## src/pbrd_pkg.sv

```systemverilog
// pbrd_pkg: types and constants shared by the packbits raster decoder files
// no dependencies

package pbrd_pkg;

  localparam int unsigned COORD_W = 16;
  localparam int unsigned BYTE_W  = 8;
  localparam int unsigned CFG_IDX_W  = 2;
  localparam int unsigned CFG_DATA_W = 16;

  localparam logic [BYTE_W-1:0] NOOP_CODE = 8'h80;

  // configuration register indexes
  localparam logic [CFG_IDX_W-1:0] CFG_IMAGE_WIDTH  = 2'd0;
  localparam logic [CFG_IDX_W-1:0] CFG_IMAGE_HEIGHT = 2'd1;
  localparam logic [CFG_IDX_W-1:0] CFG_PACKED_MODE  = 2'd2;

  localparam logic [COORD_W-1:0] WIDTH_RESET  = 16'd320;
  localparam logic [COORD_W-1:0] HEIGHT_RESET = 16'd200;

  typedef enum logic [1:0] {
    PH_CTRL = 2'd0,
    PH_LIT  = 2'd1,
    PH_FILL = 2'd2
  } phase_t;

  typedef struct packed {
    logic [COORD_W-1:0] image_width;
    logic [COORD_W-1:0] image_height;
    logic               packed_mode;
  } cfg_t;

  typedef struct packed {
    phase_t             phase;
    logic [BYTE_W-1:0]  literal_left;
    logic [BYTE_W-1:0]  fill_count;
    logic [COORD_W-1:0] column_pos;
    logic [COORD_W-1:0] row_pos;
    logic               finished;
  } dec_state_t;

  typedef struct packed {
    logic [COORD_W-1:0] pixel_column;
    logic [COORD_W-1:0] pixel_row;
    logic [BYTE_W-1:0]  pixel_color;
    logic [BYTE_W-1:0]  run_length;
    logic               image_done;
    logic               row_overrun;
  } pixel_t;

endpackage

```

## src/pbrd_if.sv

```systemverilog
// pbrd_in_if / pbrd_out_if: valid/ready channels of the packbits raster decoder
// depends on pbrd_pkg for field widths

interface pbrd_in_if;
  logic                        valid;
  logic                        ready;
  logic [pbrd_pkg::BYTE_W-1:0] body_byte;
  logic                        image_start;

  modport source (output valid, output body_byte, output image_start, input ready);
  modport sink (input valid, input body_byte, input image_start, output ready);
endinterface

interface pbrd_out_if;
  logic                         valid;
  logic                         ready;
  logic [pbrd_pkg::COORD_W-1:0] pixel_column;
  logic [pbrd_pkg::COORD_W-1:0] pixel_row;
  logic [pbrd_pkg::BYTE_W-1:0]  pixel_color;
  logic [pbrd_pkg::BYTE_W-1:0]  run_length;
  logic                         image_done;
  logic                         row_overrun;

  modport source (output valid, output pixel_column, output pixel_row, output pixel_color,
                  output run_length, output image_done, output row_overrun, input ready);
  modport sink (input valid, input pixel_column, input pixel_row, input pixel_color,
                input run_length, input image_done, input row_overrun, output ready);
endinterface

```

## src/packbits_raster_decoder_unit.sv

```systemverilog
// packbits_raster_decoder_unit: packbits body decoder to row/column pixel writes
// depends on pbrd_pkg, pbrd_in_if, pbrd_out_if and pbrd_step
//
//   channel  dir  payload                                          handshake
//   body     in   body_byte, image_start                           valid/ready
//   pixels   out  pixel_column, pixel_row, pixel_color,            valid/ready
//                 run_length, image_done, row_overrun
//   cfg      in   cfg_index, cfg_data                              cfg_write
//
// one byte per cycle; a byte is decoded in the cycle it is taken and its pixel
// write shows up in the output register on the next cycle
// body.ready drops while a pixel write waits in the output register and the pixels
// sink is not ready, whether or not the next byte would write anything
// synchronous reset clears decoder state and the output valid, and loads the
// default width 320, height 200 and packed mode

module packbits_raster_decoder_unit (
  input  logic                            clk,
  input  logic                            rst,
  pbrd_in_if.sink                         body,
  pbrd_out_if.source                      pixels,
  input  logic                            cfg_write,
  input  logic [pbrd_pkg::CFG_IDX_W-1:0]  cfg_index,
  input  logic [pbrd_pkg::CFG_DATA_W-1:0] cfg_data
);
  import pbrd_pkg::*;

  cfg_t       cfg;
  dec_state_t state;
  dec_state_t state_next;
  logic       step_emit;
  pixel_t     step_pixel;
  pixel_t     out_reg;
  logic       out_valid;
  logic       accept;

  assign body.ready = !out_valid || pixels.ready;
  assign accept     = body.valid && body.ready;

  pbrd_step u_step (
    .cfg         (cfg),
    .state       (state),
    .body_byte   (body.body_byte),
    .image_start (body.image_start),
    .state_next  (state_next),
    .emit        (step_emit),
    .pixel       (step_pixel)
  );

  always_ff @(posedge clk) begin
    if (rst) begin
      cfg.image_width  <= WIDTH_RESET;
      cfg.image_height <= HEIGHT_RESET;
      cfg.packed_mode  <= 1'b1;
    end else if (cfg_write) begin
      case (cfg_index)
        CFG_IMAGE_WIDTH:  cfg.image_width  <= cfg_data;
        CFG_IMAGE_HEIGHT: cfg.image_height <= cfg_data;
        CFG_PACKED_MODE:  cfg.packed_mode  <= cfg_data[0];
        default: ;
      endcase
    end
  end

  always_ff @(posedge clk) begin
    if (rst) begin
      state <= '{phase: PH_CTRL, default: '0};
    end else if (accept) begin
      state <= state_next;
    end
  end

  always_ff @(posedge clk) begin
    if (rst) begin
      out_valid <= 1'b0;
    end else if (accept && step_emit) begin
      out_valid <= 1'b1;
    end else if (pixels.ready) begin
      out_valid <= 1'b0;
    end
  end

  always_ff @(posedge clk) begin
    if (accept && step_emit) begin
      out_reg <= step_pixel;
    end
  end

  assign pixels.valid        = out_valid;
  assign pixels.pixel_column = out_reg.pixel_column;
  assign pixels.pixel_row    = out_reg.pixel_row;
  assign pixels.pixel_color  = out_reg.pixel_color;
  assign pixels.run_length   = out_reg.run_length;
  assign pixels.image_done   = out_reg.image_done;
  assign pixels.row_overrun  = out_reg.row_overrun;

  a_emit_loads_output: assert property (@(posedge clk) disable iff (rst)
    accept && step_emit |=> out_valid)
    else $error("pixel write lost after decode");

  a_run_nonzero: assert property (@(posedge clk) disable iff (rst)
    out_valid |-> out_reg.run_length != '0)
    else $error("pixel write with zero run length");

  a_overrun_hits_row_end: assert property (@(posedge clk) disable iff (rst)
    out_valid && out_reg.row_overrun |->
      ({1'b0, out_reg.pixel_column} + {9'd0, out_reg.run_length}) == {1'b0, cfg.image_width})
    else $error("clipped fill does not end at row end");

  a_literal_count_live: assert property (@(posedge clk) disable iff (rst)
    state.phase == PH_LIT |-> state.literal_left != '0)
    else $error("literal phase with no bytes left");

  a_finished_holds: assert property (@(posedge clk) disable iff (rst)
    state.finished && !(accept && body.image_start) |=>
      $stable(state.row_pos) && $stable(state.column_pos) && state.finished)
    else $error("position moved after last row");

endmodule

```

## src/pbrd_step.sv

```systemverilog
// pbrd_step: decode of one body byte, next decoder state and pixel write
// depends on pbrd_pkg

module pbrd_step (
  input  pbrd_pkg::cfg_t                cfg,
  input  pbrd_pkg::dec_state_t          state,
  input  logic [pbrd_pkg::BYTE_W-1:0]   body_byte,
  input  logic                          image_start,
  output pbrd_pkg::dec_state_t          state_next,
  output logic                          emit,
  output pbrd_pkg::pixel_t              pixel
);
  import pbrd_pkg::*;

  dec_state_t         cur;
  logic               blocked;
  logic               col_in_row;
  logic [COORD_W-1:0] room;
  logic [BYTE_W-1:0]  fill_fit;
  logic [BYTE_W-1:0]  count;
  logic               overrun;
  logic               pkt_end;
  logic [COORD_W:0]   col_end;
  logic [COORD_W-1:0] col_after;
  logic [COORD_W:0]   row_plus;

  // a new image clears position and phase before the byte is decoded
  always_comb begin
    cur = state;
    if (image_start) begin
      cur.phase        = PH_CTRL;
      cur.literal_left = '0;
      cur.fill_count   = '0;
      cur.column_pos   = '0;
      cur.row_pos      = '0;
      cur.finished     = 1'b0;
    end
  end

  assign blocked    = cur.finished || (cur.row_pos >= cfg.image_height);
  assign col_in_row = cur.column_pos < cfg.image_width;
  assign room       = col_in_row ? (cfg.image_width - cur.column_pos) : '0;
  assign fill_fit   = ({8'd0, cur.fill_count} < room) ? cur.fill_count : room[BYTE_W-1:0];

  // what this byte writes and whether it closes a packet
  always_comb begin
    emit    = 1'b0;
    count   = 8'd1;
    overrun = 1'b0;
    pkt_end = 1'b0;
    if (!blocked) begin
      if (!cfg.packed_mode) begin
        emit    = col_in_row;
        pkt_end = 1'b1;
      end else begin
        unique case (cur.phase)
          PH_LIT: begin
            emit    = col_in_row;
            pkt_end = (cur.literal_left == 8'd1);
          end
          PH_FILL: begin
            count   = fill_fit;
            emit    = (fill_fit != '0);
            overrun = (fill_fit < cur.fill_count);
            pkt_end = 1'b1;
          end
          default: begin
            pkt_end = (body_byte == NOOP_CODE);
          end
        endcase
      end
    end
  end

  assign col_end   = {1'b0, cur.column_pos} + {9'd0, count};
  assign col_after = emit ? col_end[COORD_W-1:0] : cur.column_pos;
  assign row_plus  = {1'b0, cur.row_pos} + 17'd1;

  // next state
  always_comb begin
    state_next = cur;
    if (blocked) begin
      state_next.finished = 1'b1;
    end else begin
      if (!cfg.packed_mode) begin
        state_next.phase = PH_CTRL;
      end else begin
        unique case (cur.phase)
          PH_LIT:  state_next.literal_left = cur.literal_left - 8'd1;
          PH_FILL: ;
          default: begin
            if (body_byte < NOOP_CODE) begin
              state_next.literal_left = body_byte + 8'd1;
              state_next.phase        = PH_LIT;
            end else if (body_byte > NOOP_CODE) begin
              state_next.fill_count = 8'(9'd257 - {1'b0, body_byte});
              state_next.phase      = PH_FILL;
            end
          end
        endcase
      end
      state_next.column_pos = col_after;
      if (pkt_end) begin
        state_next.phase = PH_CTRL;
        // row wraps only at a packet boundary
        if (col_after >= cfg.image_width) begin
          state_next.column_pos = '0;
          state_next.row_pos    = row_plus[COORD_W-1:0];
          if (row_plus[COORD_W-1:0] >= cfg.image_height) begin
            state_next.finished = 1'b1;
          end
        end
      end
    end
  end

  // pixel write
  always_comb begin
    pixel.pixel_column = cur.column_pos;
    pixel.pixel_row    = cur.row_pos;
    pixel.pixel_color  = body_byte;
    pixel.run_length   = count;
    pixel.image_done   = (row_plus >= {1'b0, cfg.image_height}) &&
                         (col_end >= {1'b0, cfg.image_width});
    pixel.row_overrun  = overrun;
  end

endmodule

```

## src/flat_wrapper.sv

```systemverilog
// flat-port wrapper written by rule: the top's interface ports become plain ports
module packbits_raster_decoder_unit_flat import pbrd_pkg::*;
  (clk, rst, cfg_write, cfg_index, cfg_data, body_valid, body_body_byte, body_image_start, body_ready, pixels_valid, pixels_pixel_column, pixels_pixel_row, pixels_pixel_color, pixels_run_length, pixels_image_done, pixels_row_overrun, pixels_ready);
  pbrd_in_if body_i ();
  pbrd_out_if pixels_i ();
  input  logic clk;
  input  logic rst;
  input  logic cfg_write;
  input  logic [pbrd_pkg::CFG_IDX_W-1:0] cfg_index;
  input  logic [pbrd_pkg::CFG_DATA_W-1:0] cfg_data;
  input wire logic [$bits(body_i.valid)-1:0] body_valid;
  input wire logic [$bits(body_i.body_byte)-1:0] body_body_byte;
  input wire logic [$bits(body_i.image_start)-1:0] body_image_start;
  output wire logic [$bits(body_i.ready)-1:0] body_ready;
  output wire logic [$bits(pixels_i.valid)-1:0] pixels_valid;
  output wire logic [$bits(pixels_i.pixel_column)-1:0] pixels_pixel_column;
  output wire logic [$bits(pixels_i.pixel_row)-1:0] pixels_pixel_row;
  output wire logic [$bits(pixels_i.pixel_color)-1:0] pixels_pixel_color;
  output wire logic [$bits(pixels_i.run_length)-1:0] pixels_run_length;
  output wire logic [$bits(pixels_i.image_done)-1:0] pixels_image_done;
  output wire logic [$bits(pixels_i.row_overrun)-1:0] pixels_row_overrun;
  input wire logic [$bits(pixels_i.ready)-1:0] pixels_ready;
  assign body_i.valid = body_valid;
  assign body_i.body_byte = body_body_byte;
  assign body_i.image_start = body_image_start;
  assign body_ready = body_i.ready;
  assign pixels_valid = pixels_i.valid;
  assign pixels_pixel_column = pixels_i.pixel_column;
  assign pixels_pixel_row = pixels_i.pixel_row;
  assign pixels_pixel_color = pixels_i.pixel_color;
  assign pixels_run_length = pixels_i.run_length;
  assign pixels_image_done = pixels_i.image_done;
  assign pixels_row_overrun = pixels_i.row_overrun;
  assign pixels_i.ready = pixels_ready;
  packbits_raster_decoder_unit u_core (.clk(clk), .rst(rst), .body(body_i), .pixels(pixels_i), .cfg_write(cfg_write), .cfg_index(cfg_index), .cfg_data(cfg_data));
endmodule
```

## config.mk

```make
export PLATFORM = sky130hd
export DESIGN_NAME = packbits_raster_decoder_unit_flat
export DESIGN_NICKNAME = d
export VERILOG_FILES = /design/src/pbrd_pkg.sv /design/src/pbrd_if.sv /design/src/packbits_raster_decoder_unit.sv /design/src/pbrd_step.sv /design/src/flat_wrapper.sv
export SDC_FILE = /design/constraint.sdc
export NUM_CORES = 1
export LEC_CHECK = 0
export BUFFER_PORTS_ARGS = -buffer_cell sky130_fd_sc_hd__buf_2
export CORE_AREA = 2 2 143 145
export DETAILED_ROUTE_END_ITERATION = 7
export DIE_AREA = 0 0 145 147
export PLACE_DENSITY_LB_ADDON = 0.12
export SLEW_MARGIN = 40
export SYNTH_ARGS = -nofsm -noshare
export SYNTH_HDL_FRONTEND = slang
export SYNTH_SLANG_ARGS = --single-unit
```

## constraint.sdc

```tcl
create_clock -name clk -period 38.2 [get_ports clk]
set_input_delay 11.46 -clock clk [delete_from_list [all_inputs] [get_ports clk]]
set_output_delay 11.46 -clock clk [all_outputs]
set_load 0.005 [all_outputs]
```

==> run_results.csv <==
group,metric,value,unit
outcome,outcome,"finished, final reports clean",
timing,min_period,23.32,ns
synthesis,ys_seq_elements,135,
worst_hold_path,min-delay-start,"u_core.cfg[13]",
clock_tree,cts_max_level,4,
route,vias,8561,
clock_tree,cts_tree,"built",
floorplan,num_rows,52,
timing,setup_viol,0,
placed_design,dpl.hpwl,19900,um
finish,syn_to_final_growth,12.5,%
synthesis,avgSynthCellArea,8.37,um^2
clock_tree,ctsResizeCount,0,
timing,slew_violations,0,
clock_tree,clk_path_buf_depth,2,
route,initialDrtViolationCount,606,
route,drt-pass1-iter-count,5,
synthesis,syn_inst,1164,
synthesis,netlist_area,9740,um^2
critical_path,worstPathArrival,11.86,ns
critical_path,path_class,"in2out",
synthesis,yosysWarningCount,0,
synthesis,synth.cells.most_frequent,"nand2_1, ha_1, a21oi_1",
critical_path,end_kind,"output port",
critical_path,crit_chain,"buf_2, nand2b_1, buf_2",
clock_tree,clkSlewWorstSetupHoldPaths,0.06,ns
synthesis,syn_nets,1310,
route,drc_errors,0,
critical_path,critical-path-max-stage-delay,0.17,ns
route,wire_per_inst,17.8,um
floorplan,start_util,49.1,%
timing,finClkSkew,0.0122,ns
worst_hold_path,hold_depth,2,
floorplan,die_x,145,um
power,vdd_drop_max,31.4,uV
synthesis,ys.flop_type,"dfxtp_1",
critical_path,critPathSlowestCell,"nand2b_1",
clock_tree,cts_buffers,17,
global_routing,gr-total-overflow,0,
worst_hold_path,hp-class,"reg2reg",
synthesis,yosysTopAreaCell,"dfxtp_1",
finish,diodes,0,
critical_path,cp_common_cell,"buf_2",
floorplan,die_y,147,um
critical_path,cp_num_cells,3,
critical_path,critPathTopFamily,"buffers and inverters",
timing,post-route-period-util,61.1,%
critical_path,r2r_start,"u_core.cfg[17]",
global_routing,grt_pass1_wl,42800,um
critical_path,ff2ff_path_depth,40,
placed_design,portBuffers,83,
global_routing,grt_max_degree,80,
critical_path,r2r_setup_slack,27.72,ns
floorplan,fp.dieArea,21300,um^2
power,p_leak,4.68,nW
timing,rsz0062_at_grt,"no",
power,power.total,0.378,mW
route,ant_nets,0,
critical_path,path_buf_inv,2,
finish,drive_above_1_share,12.2,%
critical_path,r2r-end,"u_core.state[22]",
finish,utilization,55.2,%
clock_tree,cts.sinks,135,
timing,fmax,42.9,MHz
global_routing,first_global_vias,8047,
global_routing,grt_use_total,25.2,%
floorplan,pin_count,84,
placed_design,gp_congestion,0.916,
clock_tree,cts.hold.buffers_added,0,
critical_path,timing.critical_path.from,"pixels_ready",
critical_path,worst_ep_required_time,26.74,ns
job,drv_cap,0,
worst_hold_path,holdPathEnd,"u_core.cfg[13]",
synthesis,synthArstFlopShare,0,%
synthesis,synth-edff-count,50,
timing,max_slew_margin,45.1,%
finish,layout.nets,1366,
route,viasPerCell,5.70,
clock_tree,cts_root_buffer,"clkbuf_16",
critical_path,critical_path.max_fanout,4,
clock_tree,post-cts-setup-buffers,0,
timing,tightest_slew,0.819,ns
route,drt-total-wl,26700,um
clock_tree,clock_latency,0.43,ns
floorplan,coreArea,19800,um^2
power,p_per_area,34.5,nW/um^2
global_routing,grt_antenna_before_repair,1,
timing,tns,0,ns
synthesis,synth_cell_type_count,75,
synthesis,yosys.area.top_type_share,17.5,%
synthesis,yosys.cell_count.top_type,"nand2_1",
synthesis,yosysSeqAreaShare,32.9,%
timing,finalHoldViolCount,0,
synthesis,yosys-top-cells-area,"dfxtp_1, edfxtp_1, ha_1",
critical_path,cp-start-kind,"input port",
cell type report:
cell class              count  area (um^2)
clock buffers              18          439
well taps                 270          338
inverters                  95          357
clock inverters            14          165
flip-flops and latches    135         3200
fillers                  1851         8890
multi-input cells         882         5990
repair buffers             89          464
cells by family (layout without fill, tap and decap cells):
family | count (synthesis) | in the layout | synth area share [%]
flops | 135 | 135 | 32.9
simple gates | 391 | 391 | 19.3
fa+ha+maj | 114 | 114 | 14.8
xor+xnor | 52 | 52 | 4.68
buf+inv | 147 | 216 | 5.88
mux | 10 | 10 | 1.13
compound gates | 315 | 315 | 21.3
placed cells by master, fill, tap and decap left out, types with 18 or more instances in the layout:
master and n:
a21o_1 18, a21oi_1 102, a22oi_1 23, buf_2 83, dfxtp_1 85, edfxtp_1 50, ha_1 112, inv_1 94
nand2_1 147, nand3_1 23, nand4_1 18, nor2_1 82, nor2b_1 42, o21ai_0 56, xnor2_1 32, xor2_1 20
where the power goes:
part / leakage [nW] / switching (mW) / internal, mW / total (mW)
clock network: 0.297 / 0.0700 / 0.0999 / 0.170
logic: 3.19 / 0.0343 / 0.0195 / 0.0538
registers: 1.20 / 0.00240 / 0.151 / 0.154
worst max-delay path by stage:
stage | end | slack [ns]
after floorplan | body_ready | 15.12
after global placement | body_ready | 14.89
after detailed placement | body_ready | 14.87
after CTS | body_ready | 14.87
after global routing | body_ready | 14.86
final | body_ready | 14.88
layer usage:
metal,global-route usage (%),vias to the layer above,wire length [um]
met1,35.3,4010,12600
met2,39.4,244,11900
met4,10.3,0,816
li1,-,4270,-
met5,0,-,0
met3,3.51,37,1410
sequential cells by signal (all words and copies together) (netlist names):
| signal | count |
|---|---|
| u_core.pixels.row_overrun | 1 |
| u_core.pixels.pixel_color | 8 |
| u_core.pixels.pixel_row | 16 |
| u_core.cfg | 33 |
| u_core.pixels.valid | 1 |
| u_core.state | 51 |
| u_core.pixels.image_done | 1 |
| u_core.pixels.run_length | 8 |
| u_core.pixels.pixel_column | 16 |
worst reg2reg max path: cells and delay by family (launching register included):
kind | cells | cell delay (ns)
AOI/OAI and AO/OA | 22 | 5.37
xor gates and xnor gates | 1 | 0.35
adders and majority gates | 5 | 1.77
buffers and inverters | 1 | 0.08
DFF | 1 | 0.48
and+or+nand+nor | 11 | 2.37
through the flow:
stage	cell area (um^2)	worst slack (ns)	hold slack [ns]	cells
5_1_grt	11000	14.86	0.480	1503
6_report	11000	14.88	0.459	1503
2_1_floorplan	9740	15.12	0.436	1164
3_5_place_dp	10300	14.87	0.451	1471
3_3_place_gp	10300	14.89	0.443	1471
4_1_cts	10900	14.87	0.460	1503
(Power assumes the default switching activity.)
